## src/sv/dpfr_pkg.sv

```systemverilog
// Types and constants shared by the demand page fault resolver.
package dpfr_pkg;

    localparam int CFG_IDX_W  = 1;
    localparam int CFG_DATA_W = 5;

    localparam logic [CFG_IDX_W-1:0] CFG_PAGE_SHIFT = 1'd0;
    localparam logic [CFG_IDX_W-1:0] CFG_SEG_COUNT  = 1'd1;

    localparam logic [4:0] PAGE_SHIFT_RESET = 5'd12;
    localparam logic [4:0] PAGE_SHIFT_MIN   = 5'd8;
    localparam logic [4:0] PAGE_SHIFT_MAX   = 5'd16;
    localparam logic [3:0] SEG_COUNT_RESET  = 4'd0;

    localparam logic OP_LOAD  = 1'b0;
    localparam logic OP_FAULT = 1'b1;

    localparam logic [2:0] ST_LOADED    = 3'd0;
    localparam logic [2:0] ST_MAP       = 3'd1;
    localparam logic [2:0] ST_NOT_FAULT = 3'd2;
    localparam logic [2:0] ST_NO_SEG    = 3'd3;
    localparam logic [2:0] ST_MAPPED    = 3'd4;
    localparam logic [2:0] ST_RANGE     = 3'd5;

    typedef struct packed {
        logic        opcode;
        logic [2:0]  seg_slot;
        logic [31:0] seg_start;
        logic [31:0] seg_mem_bytes;
        logic [31:0] seg_file_bytes;
        logic [31:0] seg_file_offset;
        logic [2:0]  seg_access;
        logic [31:0] fault_address;
        logic        is_access_fault;
    } t_in_item;

    typedef struct packed {
        logic [2:0]  status;
        logic [7:0]  page_number;
        logic [31:0] page_address;
        logic [31:0] page_file_offset;
        logic [31:0] zero_address;
        logic [31:0] zero_length;
        logic [2:0]  page_access;
    } t_out_item;

    typedef struct packed {
        logic [31:0] start;
        logic [31:0] mem_bytes;
        logic [31:0] file_bytes;
        logic [31:0] file_offset;
        logic [2:0]  access;
    } t_seg;

endpackage

```

## src/sv/dpfr_stream_if.sv

```systemverilog
// Valid/ready channel carrying one item.
interface dpfr_stream_if #(
    parameter type T = logic
) ();
    logic valid;
    logic ready;
    T     item;

    modport source (output valid, output item, input ready);
    modport sink (input valid, input item, output ready);
endinterface

```

## src/sv/demand_page_fault_resolver.sv

```systemverilog
// Demand page fault resolver: segment table search and page mark update.
//
//  channel  | dir | type        | carries
//  i_in     | in  | t_in_item   | segment load or fault to resolve
//  o_out    | out | t_out_item  | one result per accepted item
//  i_cfg_*  | in  | write port  | page_shift (0), segment_count (1)
//
// A load, a forwarded fault and a fault with no segment to search go straight to the
// result. Any other fault reads segment table entries in order, 1 to SEGMENTS of them,
// and ends in no match, a page out of range, an already mapped page or a newly mapped
// page; the segment table memory gives one entry a cycle. The page mark memory holds one
// row per slot with a reset-cleared valid bit per row, so no clearing pass follows reset.
// A new item is accepted while the previous result waits in the output register;
// a finished result stalls only while that register is still full.
module demand_page_fault_resolver #(
    parameter int SEGMENTS          = 8,
    parameter int PAGES_PER_SEGMENT = 256,
    parameter int ADDR_WIDTH        = 32
) (
    input  logic                           i_clk,
    input  logic                           i_rst_n,
    input  logic                           i_cfg_we,
    input  logic [dpfr_pkg::CFG_IDX_W-1:0]  i_cfg_index,
    input  logic [dpfr_pkg::CFG_DATA_W-1:0] i_cfg_data,
    dpfr_stream_if.sink                    i_in,
    dpfr_stream_if.source                  o_out
);
    import dpfr_pkg::*;

    localparam int SW   = (SEGMENTS > 1) ? $clog2(SEGMENTS) : 1;
    localparam int CW   = $clog2(SEGMENTS + 1);
    localparam int PW   = (PAGES_PER_SEGMENT > 1) ? $clog2(PAGES_PER_SEGMENT) : 1;
    localparam int AW_M = (ADDR_WIDTH < 32) ? ADDR_WIDTH : 32;
    localparam logic [32:0] AMASK_W = (33'd1 << AW_M) - 33'd1;
    localparam logic [31:0] AMASK   = AMASK_W[31:0];

    localparam logic [2:0] S_IDLE   = 3'd0;
    localparam logic [2:0] S_SEARCH = 3'd1;
    localparam logic [2:0] S_PAGE   = 3'd2;
    localparam logic [2:0] S_MARK   = 3'd3;
    localparam logic [2:0] S_FILL   = 3'd4;
    localparam logic [2:0] S_RESULT = 3'd5;

    t_seg                         r_tab [SEGMENTS];
    t_seg                         r_tab_q;
    logic [PAGES_PER_SEGMENT-1:0] r_marks [SEGMENTS];
    logic [PAGES_PER_SEGMENT-1:0] r_row_q;
    logic                         r_row_v;
    logic [SEGMENTS-1:0]          r_row_valid;

    logic [4:0]      r_page_shift;
    logic [3:0]      r_seg_count;
    logic [2:0]      r_state, n_state;
    logic [CW-1:0]   r_idx, n_idx;
    logic [CW-1:0]   r_n, n_n;
    logic [31:0]     r_addr, n_addr;
    logic [SW-1:0]   r_slot, n_slot;
    t_seg            r_ent, n_ent;
    logic [31:0]     r_off, n_off;
    logic [4:0]      r_sh, n_sh;
    logic [PW-1:0]   r_page, n_page;
    logic [31:0]     r_pstart, n_pstart;
    logic [31:0]     r_pend, n_pend;
    logic            r_zfill, n_zfill;
    logic [31:0]     r_zs, n_zs;
    t_out_item       r_res, n_res;
    t_out_item       r_out;
    logic            r_out_valid;

    logic            in_fire;
    logic            is_load;
    logic            tab_we;
    logic [SW-1:0]   tab_wa;
    logic [SW-1:0]   tab_ra;
    logic [CW-1:0]   nxt_idx;
    logic [CW-1:0]   cnt_lim;
    logic [4:0]      sh_clamp;
    logic [31:0]     diff;
    logic            hit;
    logic [31:0]     pg_full;
    logic [31:0]     pg_mask;
    logic [PAGES_PER_SEGMENT-1:0] row;
    logic [PAGES_PER_SEGMENT-1:0] row_set;
    logic            mark_we;
    logic            out_load;

    assign i_in.ready  = (r_state == S_IDLE);
    assign in_fire     = i_in.valid && i_in.ready;
    assign is_load     = (i_in.item.opcode == OP_LOAD);
    assign tab_we      = in_fire && is_load && (int'(i_in.item.seg_slot) < SEGMENTS);
    assign tab_wa      = SW'(i_in.item.seg_slot);
    assign nxt_idx     = r_idx + CW'(1);
    assign tab_ra      = (r_state == S_SEARCH) ? nxt_idx[SW-1:0] : '0;
    assign cnt_lim     = (int'(r_seg_count) > SEGMENTS) ? CW'(SEGMENTS) : CW'(r_seg_count);
    assign sh_clamp    = (r_page_shift < PAGE_SHIFT_MIN) ? PAGE_SHIFT_MIN :
                         (r_page_shift > PAGE_SHIFT_MAX) ? PAGE_SHIFT_MAX : r_page_shift;
    assign diff        = r_addr - r_tab_q.start;
    assign hit         = (r_addr >= r_tab_q.start) && (diff < r_tab_q.mem_bytes);
    assign pg_full     = r_off >> r_sh;
    assign pg_mask     = (32'd1 << r_sh) - 32'd1;
    assign row         = r_row_v ? r_row_q : '0;
    assign mark_we     = (r_state == S_MARK) && !row[r_page];
    assign out_load    = (r_state == S_RESULT) && (!r_out_valid || o_out.ready);
    assign o_out.valid = r_out_valid;
    assign o_out.item  = r_out;

    always_comb begin
        row_set         = row;
        row_set[r_page] = 1'b1;
    end

    always_comb begin
        n_state  = r_state;
        n_idx    = r_idx;
        n_n      = r_n;
        n_addr   = r_addr;
        n_slot   = r_slot;
        n_ent    = r_ent;
        n_off    = r_off;
        n_sh     = r_sh;
        n_page   = r_page;
        n_pstart = r_pstart;
        n_pend   = r_pend;
        n_zfill  = r_zfill;
        n_zs     = r_zs;
        n_res    = r_res;
        case (r_state)
            S_IDLE: begin
                if (in_fire) begin
                    n_res   = '0;
                    n_state = S_RESULT;
                    n_addr  = i_in.item.fault_address & AMASK;
                    n_idx   = '0;
                    n_n     = cnt_lim;
                    n_sh    = sh_clamp;
                    if (is_load) begin
                        n_res.status = ST_LOADED;
                    end else if (!i_in.item.is_access_fault) begin
                        n_res.status = ST_NOT_FAULT;
                    end else if (cnt_lim == '0) begin
                        n_res.status = ST_NO_SEG;
                    end else begin
                        n_state = S_SEARCH;
                    end
                end
            end
            S_SEARCH: begin
                if (hit) begin
                    n_off   = diff;
                    n_ent   = r_tab_q;
                    n_slot  = r_idx[SW-1:0];
                    n_state = S_PAGE;
                end else if (nxt_idx == r_n) begin
                    n_res.status = ST_NO_SEG;
                    n_state      = S_RESULT;
                end else begin
                    n_idx = nxt_idx;
                end
            end
            S_PAGE: begin
                n_page   = pg_full[PW-1:0];
                n_pstart = r_off & ~pg_mask;
                n_pend   = (r_off & ~pg_mask) + (32'd1 << r_sh);
                if (pg_full >= 32'(PAGES_PER_SEGMENT)) begin
                    n_res.status = ST_RANGE;
                    n_state      = S_RESULT;
                end else begin
                    n_state = S_MARK;
                end
            end
            S_MARK: begin
                n_zfill = (r_ent.file_bytes < r_ent.mem_bytes) && (r_pend > r_ent.file_bytes);
                n_zs    = (r_ent.file_bytes > r_pstart) ? r_ent.file_bytes : r_pstart;
                if (row[r_page]) begin
                    n_res.status      = ST_MAPPED;
                    n_res.page_number = 8'(r_page);
                    n_state           = S_RESULT;
                end else begin
                    n_state = S_FILL;
                end
            end
            S_FILL: begin
                n_res.status           = ST_MAP;
                n_res.page_number      = 8'(r_page);
                n_res.page_address     = (r_ent.start + r_pstart) & AMASK;
                n_res.page_file_offset = r_ent.file_offset + r_pstart;
                n_res.zero_address     = r_zfill ? ((r_ent.start + r_zs) & AMASK) : '0;
                n_res.zero_length      = r_zfill ? (r_pend - r_zs) : '0;
                n_res.page_access      = r_ent.access;
                n_state                = S_RESULT;
            end
            S_RESULT: begin
                if (out_load) begin
                    n_state = S_IDLE;
                end
            end
            default: begin
                n_state = S_IDLE;
            end
        endcase
    end

    always_ff @(posedge i_clk) begin
        if (tab_we) begin
            r_tab[tab_wa] <= '{start:       i_in.item.seg_start,
                               mem_bytes:   i_in.item.seg_mem_bytes,
                               file_bytes:  i_in.item.seg_file_bytes,
                               file_offset: i_in.item.seg_file_offset,
                               access:      i_in.item.seg_access};
        end
        r_tab_q <= r_tab[tab_ra];
    end

    always_ff @(posedge i_clk) begin
        if (mark_we) begin
            r_marks[r_slot] <= row_set;
        end
        r_row_q <= r_marks[r_slot];
    end

    always_ff @(posedge i_clk) begin
        if (!i_rst_n) begin
            r_row_valid <= '0;
            r_row_v     <= 1'b0;
        end else begin
            if (tab_we) begin
                r_row_valid[tab_wa] <= 1'b0;
            end else if (mark_we) begin
                r_row_valid[r_slot] <= 1'b1;
            end
            r_row_v <= r_row_valid[r_slot];
        end
    end

    always_ff @(posedge i_clk) begin
        if (!i_rst_n) begin
            r_page_shift <= PAGE_SHIFT_RESET;
            r_seg_count  <= SEG_COUNT_RESET;
        end else if (i_cfg_we) begin
            if (i_cfg_index == CFG_PAGE_SHIFT) begin
                r_page_shift <= i_cfg_data;
            end else if (i_cfg_index == CFG_SEG_COUNT) begin
                r_seg_count <= i_cfg_data[3:0];
            end
        end
    end

    always_ff @(posedge i_clk) begin
        if (!i_rst_n) begin
            r_state     <= S_IDLE;
            r_idx       <= '0;
            r_n         <= '0;
            r_out_valid <= 1'b0;
        end else begin
            r_state <= n_state;
            r_idx   <= n_idx;
            r_n     <= n_n;
            if (out_load) begin
                r_out_valid <= 1'b1;
            end else if (o_out.ready) begin
                r_out_valid <= 1'b0;
            end
        end
    end

    always_ff @(posedge i_clk) begin
        r_addr   <= n_addr;
        r_slot   <= n_slot;
        r_ent    <= n_ent;
        r_off    <= n_off;
        r_sh     <= n_sh;
        r_page   <= n_page;
        r_pstart <= n_pstart;
        r_pend   <= n_pend;
        r_zfill  <= n_zfill;
        r_zs     <= n_zs;
        r_res    <= n_res;
        if (out_load) begin
            r_out <= r_res;
        end
    end

    a_search_in_range: assert property (@(posedge i_clk) disable iff (!i_rst_n)
        (r_state == S_SEARCH) |-> (r_idx < r_n))
        else $error("search index beyond segment count");

    a_forward_not_fault: assert property (@(posedge i_clk) disable iff (!i_rst_n)
        (in_fire && i_in.item.opcode == OP_FAULT && !i_in.item.is_access_fault)
        |=> (r_state == S_RESULT && r_res.status == ST_NOT_FAULT))
        else $error("forwarded fault not reported as not fault");

    a_status_legal: assert property (@(posedge i_clk) disable iff (!i_rst_n)
        o_out.valid |-> (o_out.item.status <= ST_RANGE))
        else $error("illegal status code on output");

    a_mark_only_from_mark: assert property (@(posedge i_clk) disable iff (!i_rst_n)
        mark_we |=> (r_state == S_FILL))
        else $error("page mark written without map result");

endmodule

```

## src/flat_wrapper.sv

```systemverilog
// flat-port wrapper written by rule: the top's interface ports become plain ports
module demand_page_fault_resolver_flat import dpfr_pkg::*;
#(
    parameter int SEGMENTS          = 8,
    parameter int PAGES_PER_SEGMENT = 256,
    parameter int ADDR_WIDTH        = 32
)
  (i_clk, i_rst_n, i_cfg_we, i_cfg_index, i_cfg_data, i_in_valid, i_in_item, i_in_ready, o_out_valid, o_out_item, o_out_ready);
  dpfr_stream_if #(.T(t_in_item)) i_in_i ();
  dpfr_stream_if #(.T(t_out_item)) o_out_i ();
  input  logic i_clk;
  input  logic i_rst_n;
  input  logic i_cfg_we;
  input  logic [dpfr_pkg::CFG_IDX_W-1:0] i_cfg_index;
  input  logic [dpfr_pkg::CFG_DATA_W-1:0] i_cfg_data;
  input wire logic [$bits(i_in_i.valid)-1:0] i_in_valid;
  input wire logic [$bits(i_in_i.item)-1:0] i_in_item;
  output wire logic [$bits(i_in_i.ready)-1:0] i_in_ready;
  output wire logic [$bits(o_out_i.valid)-1:0] o_out_valid;
  output wire logic [$bits(o_out_i.item)-1:0] o_out_item;
  input wire logic [$bits(o_out_i.ready)-1:0] o_out_ready;
  assign i_in_i.valid = i_in_valid;
  assign i_in_i.item = i_in_item;
  assign i_in_ready = i_in_i.ready;
  assign o_out_valid = o_out_i.valid;
  assign o_out_item = o_out_i.item;
  assign o_out_i.ready = o_out_ready;
  demand_page_fault_resolver #(.SEGMENTS(SEGMENTS), .PAGES_PER_SEGMENT(PAGES_PER_SEGMENT), .ADDR_WIDTH(ADDR_WIDTH)) u_core (.i_clk(i_clk), .i_rst_n(i_rst_n), .i_cfg_we(i_cfg_we), .i_cfg_index(i_cfg_index), .i_cfg_data(i_cfg_data), .i_in(i_in_i), .o_out(o_out_i));
endmodule
```

## config.mk

```make
export PLATFORM = sky130hd
export DESIGN_NAME = demand_page_fault_resolver_flat
export DESIGN_NICKNAME = d
export VERILOG_FILES = /design/src/sv/dpfr_pkg.sv /design/src/sv/dpfr_stream_if.sv /design/src/sv/demand_page_fault_resolver.sv /design/src/flat_wrapper.sv
export SDC_FILE = /design/constraint.sdc
export NUM_CORES = 2
export LEC_CHECK = 0
export ABC_AREA = 0
export BUFFER_PORTS_ARGS = -buffer_cell sky130_fd_sc_hd__buf_2
export CAP_MARGIN = 0
export CORE_MARGIN = 1
export CORE_UTILIZATION = 35
export CTS_BUF_LIST = sky130_fd_sc_hd__clkbuf_16
export DETAILED_ROUTE_END_ITERATION = 16
export PLACE_DENSITY_LB_ADDON = 0.08
export SLEW_MARGIN = 20
export SYNTH_ARGS = -nofsm -noshare
export SYNTH_HDL_FRONTEND = slang
export SYNTH_SLANG_ARGS = --single-unit
```

## constraint.sdc

```tcl
create_clock -name i_clk -period 18.79 [get_ports i_clk]
set_input_delay 3.758 -clock i_clk [delete_from_list [all_inputs] [get_ports i_clk]]
set_output_delay 3.758 -clock i_clk [all_outputs]
set_load 0.02 [all_outputs]
```

---- Yosys cells after proc, flatten, opt, wreduce, memory -nomap -nowiden ----
Memories as Yosys holds them, arrays and structs flattened. A register that Yosys moved wholly into a read port is not among the register bits.
Cells that the tools add are included.
word-level totals
  flip-flop bits (word level) ............. 622
  bits in writable memories ............... 3096
  input bits .............................. 179
  output and inout bits ................... 144
  logic and storage cells ................. 166
  memories ................................ 2
cells by class
  add/subtract/negate cells ............... 8
  $lt $le $gt $ge ......................... 15
  equality and inequality tests ........... 14
  shift-type cells ........................ 2
  mux-type cells .......................... 50
  bitwise gates (word level) .............. 8
  reduce and logical (&&, ||, !) cells .... 30
memories
  memory          depth  width  read ports  clocked after Yosys merged registers in  write ports  RTL line                          source
  u_core.r_marks  8      256    1           1                                        1            demand_page_fault_resolver.sv:46  logic [PAGES_PER_SEGMENT-1:0] r_marks [SEGMENTS];
  u_core.r_tab    8      131    1           1                                        1            demand_page_fault_resolver.sv:44  t_seg r_tab [SEGMENTS];
operators by type and width
  kind                                                                    number
  131-bit one-hot mux with 2 select lines                                 1
  256-bit 2-to-1 mux                                                      1
  256-bit bitwise OR                                                      1
  142-bit 2-to-1 mux                                                      1
  32-bit adder                                                            4
  32-bit 2-to-1 mux                                                       3
  32-bit > comparator                                                     2
  32-bit < comparator                                                     2
  32-bit subtractor                                                       2
  3-bit 2-to-1 mux                                                        14
  32-bit bitwise AND                                                      1
  32-bit >= comparator                                                    1
  32-bit by 9-bit >= comparator with 1-bit output, second input constant  1
  32-bit NOT                                                              1
  1-bit by 5-bit << shifter with 32-bit output, first input constant      1
  32-bit by 5-bit >> shifter with 32-bit output                           1
  32-bit by 1-bit subtractor with 32-bit output, second input constant    1
  8-bit one-hot mux with 3 select lines                                   1
  3-bit one-hot mux with 6 select lines                                   1
  4-bit 2-to-1 mux                                                        4
  8-bit 2-to-1 mux                                                        2
  3-bit one-hot mux with 5 select lines                                   1
  1-bit 2-to-1 mux                                                        12
  11-bit 2-to-1 mux                                                       1
  39 further kinds                                                        67

---- Longest topological paths before layout ----
  word-level depth ........................ 8
  depth in mapped cells ................... 25

---- Worst setup path before layout ----
OpenSTA, ideal clock, no wires.
  path type ............................... input -> register
  from .................................... input i_in_valid
  to ...................................... register u_core.r_row_valid[1]
  library setup time ...................... 0.536 ns
  arrival ................................. 13.773 ns
  setup slack ............................. 4.481 ns
  stages on the path ...................... 6
  path through ............................ nand2_1 clkbuf_1 nor2_1 nand2_1 nor3_1 o32ai_1
on the way
  cells in the longest elaborated chain, start to end .. 3
  elaborated cells between the ends (all ways) .. 4
  classes of those cells .................. 1 x mux; 3 x reduce/logical
RTL lines
  item                                                           RTL line                           source
  from (decl)                                                    flat_wrapper.sv:16                 input wire logic [$bits(i_in_i.valid)-1:0] i_in_valid;
  1-bit logical AND (*)                                          demand_page_fault_resolver.sv:88   assign in_fire = i_in.valid && i_in.ready;
  1-bit logical AND (*)                                          demand_page_fault_resolver.sv:90   assign tab_we = in_fire && is_load && (int'(i_in.item.seg_slot) < SEGMENTS);
  8-bit 2-to-1 mux / 2-bit nonzero test (equally long branches)  -
  to (signal assigned)                                           demand_page_fault_resolver.sv:223  r_row_valid <= '0;
  to (signal, indexed assignment)                                demand_page_fault_resolver.sv:227  r_row_valid[tab_wa] <= 1'b0;
  to (signal, indexed assignment)                                demand_page_fault_resolver.sv:229  r_row_valid[r_slot] <= 1'b1;
  to (decl)                                                      demand_page_fault_resolver.sv:49   logic [SEGMENTS-1:0] r_row_valid;
Mark *: on every way between the ends. The rest lies on a longest branch, timed or not.
A chain may end at the register's enable or synchronous reset.

---- Worst setup path in the final report ----
  from .................................... register u_core.r_addr[1]
  to ...................................... register u_core.r_off[6], enable pin
on the way
  cells in the longest elaborated chain, start to end .. 4
  elaborated cells between the ends (all ways) .. 5
  classes of those cells .................. 1 x add/sub; 2 x order compare; 2 x reduce/logical
RTL lines
  item                           RTL line                           source
  from (decl)                    demand_page_fault_resolver.sv:56   logic [31:0] r_addr, n_addr;
  from (signal assigned)         demand_page_fault_resolver.sv:267  r_addr <= n_addr;
  32-bit subtractor              demand_page_fault_resolver.sv:97   assign diff = r_addr - r_tab_q.start;
  via u_core.diff[25]            demand_page_fault_resolver.sv:78   logic [31:0] diff;
  32-bit < comparator            demand_page_fault_resolver.sv:98   assign hit = (r_addr >= r_tab_q.start) && (diff < r_tab_q.mem_bytes);
  1-bit logical AND              demand_page_fault_resolver.sv:98
  2-bit AND reduction (no line)  -
  to (signal assigned)           demand_page_fault_resolver.sv:270  r_off <= n_off;
  to (decl)                      demand_page_fault_resolver.sv:59   logic [31:0] r_off, n_off;
The timed path passes the listed nets, and every way through them passes these cells.

==> metrics.txt <==
vias post-DR=97.9k; post-synthesis mux area share=1.11%; cts bufs inserted=440; most area-consuming cells after synthesis=edfxtp_1 69%, a22oi_1 5.3%, dfxtp_1 5.2%; r2r setup slk=approximately 11 ns; post-synthesis compound-gate area fraction=between 10% and 20%; full die area=between 0.4 and 0.5 mm²; Yosys cell types=a little under 90; CORE AREA=roughly 0.45 mm²; Post-Synthesis Cells=~11k; Comb pwr share=between 15 and 20%; combinational family with the most area after synthesis=compound AO/OA/AOI/OAI gates; post-route ant nets=0; crit path capture=u_core.r_off[6]$_DFFE_PP_; critical path capture point type=flop; routed len/inst=approximately 31 µm; Slew @ Worst Pin=between 1 and 1.5 ns; area grow syn2layout=14.5%; GR peak layer=met1; initial antenna violation count=about 140; simple logic cell fraction of the synthesized area=roughly 7.5%; GRT met2 Usage=34.0%; GRT met3 Usage=about 2.9%; Initial Utilization=roughly a third; Crit path largest cell delay=0.89 ns; I/O Buffers=between 300 and 400; most frequent CP cell=nand3_1; number of global-route vias before repair=between 90k and 100k; yosys warns=0; Post-Synth Adder-Cell Area=about 2.5%; Peak supply drop=around 0.000099 V; Resized cells post-CTS=0; number of setup buffers added after CTS=0; # setup viols final=0; DP HPWL=324 mm; top cell type's share of synthesized area=69.4%; net load switching power=approximately 7.4 mW; fin nets=about 12k; share of post-route cells with drive strength above 1=approximately 12%; Max Slew Vio Count=0; hold buffers post-CTS=0; CTS clk-pin slew, worst paths=around 0.06 ns; worst path cell trace=ha_1 -> nor2b_1 -> o2111ai_1 -> nand3_1 -> a21oi_1 -> o21ai_0 -> a31oi_1 -> o31a_1 -> nand2b_1 -> a21oi_1 -> xnor2_1 -> ha_1 -> nand3_1 -> nand2_1 -> a2111oi_0 -> nand4_1 -> o21ai_0 -> nand3_1 -> nor2_4 -> buf_4 -> buf_4; first-pass GRT wire length=roughly 750 mm; #FFs+latches synth=roughly 4k; CTS Sinks=4105; Worst Setup Start Kind=flop; Hold WS=between 0.3 and 0.4 ns; H-tree levels=5; clk_skew=between 0.1 and 0.15 ns; Post-synth EDFFs=approximately 3.7k; Post-Syn Area=0.160 mm²; First DRT Iteration DRCs=9983; Max-Cap Viols=0; fin crit share=43.6%; commonest non-fill, non-tap cell in the layout=edfxtp_1; Worst slew margin=approximately 20%; clk buf depth=4; routing usage on met1=between 30 and 40%; HP Class=reg -> reg; worst setup path start=u_core.r_addr[1]$_DFFE_PP_; Final TNS setup=0 ns; Residual DRC=0; clock share of power=between 30% and 40%; Mapped Avg Cell Area=around 15 µm²; share of power burned in registers=~48%; Top FF cell, synth=edfxtp_1; min Tclk post-route=8.19 ns; P_int=about 17 mW; IO Count=approximately 320; RSZ-0062 raised after global routing=false; RR Endpoint=u_core.r_off[6]$_DFFE_PP_; worst reg-to-reg path cell count=21; Syn Nets=11.2k; root buf cell=clkbuf_16; clock latency on the worst-skew pair=1.01 ns; slowest cell on the critical path=buf_4; r2r startpoint=u_core.r_addr[1]$_DFFE_PP_; Post-Route WL=~540 mm; critical path peak fanout=70; Async SR Flop Fraction=0%; Chip Width=about 680 µm; row count=247; area leader, netlist=edfxtp_1; Overall Global Routing Usage=a little under a quarter; largest net degree at the start of global routing=between 100 and 150; Worst EP arrival=8.79 ns; CTS tree=done; Leak Pwr=~64 nW; GRT Residual Overflow=0; router iterations before antenna repair=6; outcome=complete, no violations; Core Util, Final=~40%; Sw Share=30.3%; Place WS=~11 ns; Pwr per Cell Area=~130 mW/mm²; placement-stage cell area=around 0.17 mm²; xor and xnor fraction of the mapped netlist area=less than 1%; CP required=19.39 ns; fmax=roughly 0.12 GHz; global placement routability congestion=between 0.8 and 0.9; Die Ht=~680 µm; sequential element share of the synthesized area=approximately three quarters; setup ws final=~11 ns; critical path type=reg -> reg; commonest cells after routing, fill and taps aside=3688 x edfxtp_1, 1133 x a22oi_1, 1057 x nand2_1; Hold Fails Final Rpt=0; Final Cell Area=between 0.15 and 0.2 mm²; via-per-instance ratio=~5.6
-- cell families after synthesis --
group	count (synthesis)
flops	4105
simple gates	2589
compound gates	2576
buf+inv	870
fa+ha+maj	316
xor+xnor	156
mux	140
-- how the worst min path moves through the flow --
stage / cells after the start / slack [ns] / startpoint / to
final: 0 / 0.38 / u_core.r_res[124]$_SDFFCE_PN0P_ / u_core.o_out.item[124]$_DFFE_PP_
after global routing: 0 / 0.39 / u_core.r_res[124]$_SDFFCE_PN0P_ / u_core.o_out.item[124]$_DFFE_PP_
after CTS: 0 / 0.38 / u_core.r_res[124]$_SDFFCE_PN0P_ / u_core.o_out.item[124]$_DFFE_PP_
after detailed placement: 0 / 0.39 / u_core.r_tab_q[58]$_DFF_P_ / u_core.r_ent[58]$_DFFE_PP_
after global placement: 0 / 0.39 / u_core.r_tab_q[10]$_DFF_P_ / u_core.r_ent[10]$_DFFE_PP_
after floorplan: 0 / 0.39 / u_core.r_tab_q[0]$_DFF_P_ / u_core.r_ent[0]$_DFFE_PP_
-- per-layer routing --
layer  vias up  share of wire (%)
li1      42900                  -
met1     50800                 48
met2      3501                 44
met3       764                6.1
met4        22                2.6
met5         -              0.028
-- critical path, delay by kind of cell, from the launching register on --
family	cells	cell delay, ns
DFF	1	0.42
AOI/OAI and AO/OA	8	2.73
and+or+nand+nor	8	1.99
adders and majority gates	2	0.68
buffers and inverters	2	1.75
xor gates and xnor gates	1	0.17
-- power groups by stage --
stage | registers, mW | logic [mW] | clock network [mW]
floorplan | 11.3 | 2.53 | 0
global placement | 11.9 | 4.14 | 0
detailed placement | 11.9 | 4.15 | 0
CTS | 11.7 | 4.16 | 8.71
global route | 11.7 | 4.51 | 9.03
finish | 11.7 | 4.15 | 8.53
-- metrics by stage --
stage,power [mW],cells
finish,24.4,17500
global route,25.3,17500
CTS,24.6,17500
detailed placement,16.0,16600
global placement,16.0,16600
floorplan,13.9,10800
-- Yosys cell counts (all sizes together) (10+ instances only) --
cell     count
edfxtp    3688
a22oi     1133
nand2     1073
clkbuf     540
o21ai      466
nand3      449
dfxtp      417
nor2       399
nand4      317
ha         311
a21oi      252
inv        243
a211oi     135
a221oi     118
a31o       104
a21o        97
xnor2       94
mux2i       88
buf         85
nor3        77
nor2b       63
xor2        62
a31oi       44
nand2b      38
and3        37
and2        35
o21a        33
mux4        27
mux2        25
a32oi       21
nor3b       19
o31ai       19
or2         18
o211ai      17
o21bai      17
nor4        16
or3         12
nand3b      11
o22ai       11
a2111oi     10
a22o        10
o32ai       10
-- final cells by class --
class,instances,area (µm²)
clock buffer,449,11200
fill,41500,270000
multi-input combinational,5777,37400
clock inverter,377,3010
timing repair buffer,529,3490
sequential,4105,119000
tap,5976,7480
antenna,29,72.6
inverter,245,920
-- flip-flops by register name, indices dropped and copies added (netlist names) --
register	flops
u_core.r_page_shift	5
u_core.r_seg_count	4
u_core.r_state	3
u_core.r_ent	131
u_core.r_tab	1048
u_core.r_zfill	1
u_core.r_row_q	256
u_core.o_out.valid	1
u_core.r_zs	32
u_core.r_tab_q	131
u_core.r_addr	32
u_core.r_marks	2048
u_core.r_idx	4
u_core.r_sh	5
u_core.r_pend	32
u_core.r_pstart	32
u_core.r_row_valid	8
u_core.r_page	8
u_core.o_out.item	142
u_core.r_n	4
u_core.r_row_v	1
u_core.r_slot	3
u_core.r_res	142
u_core.r_off	32
No activity file was read; power rests on OpenSTA's default activity.
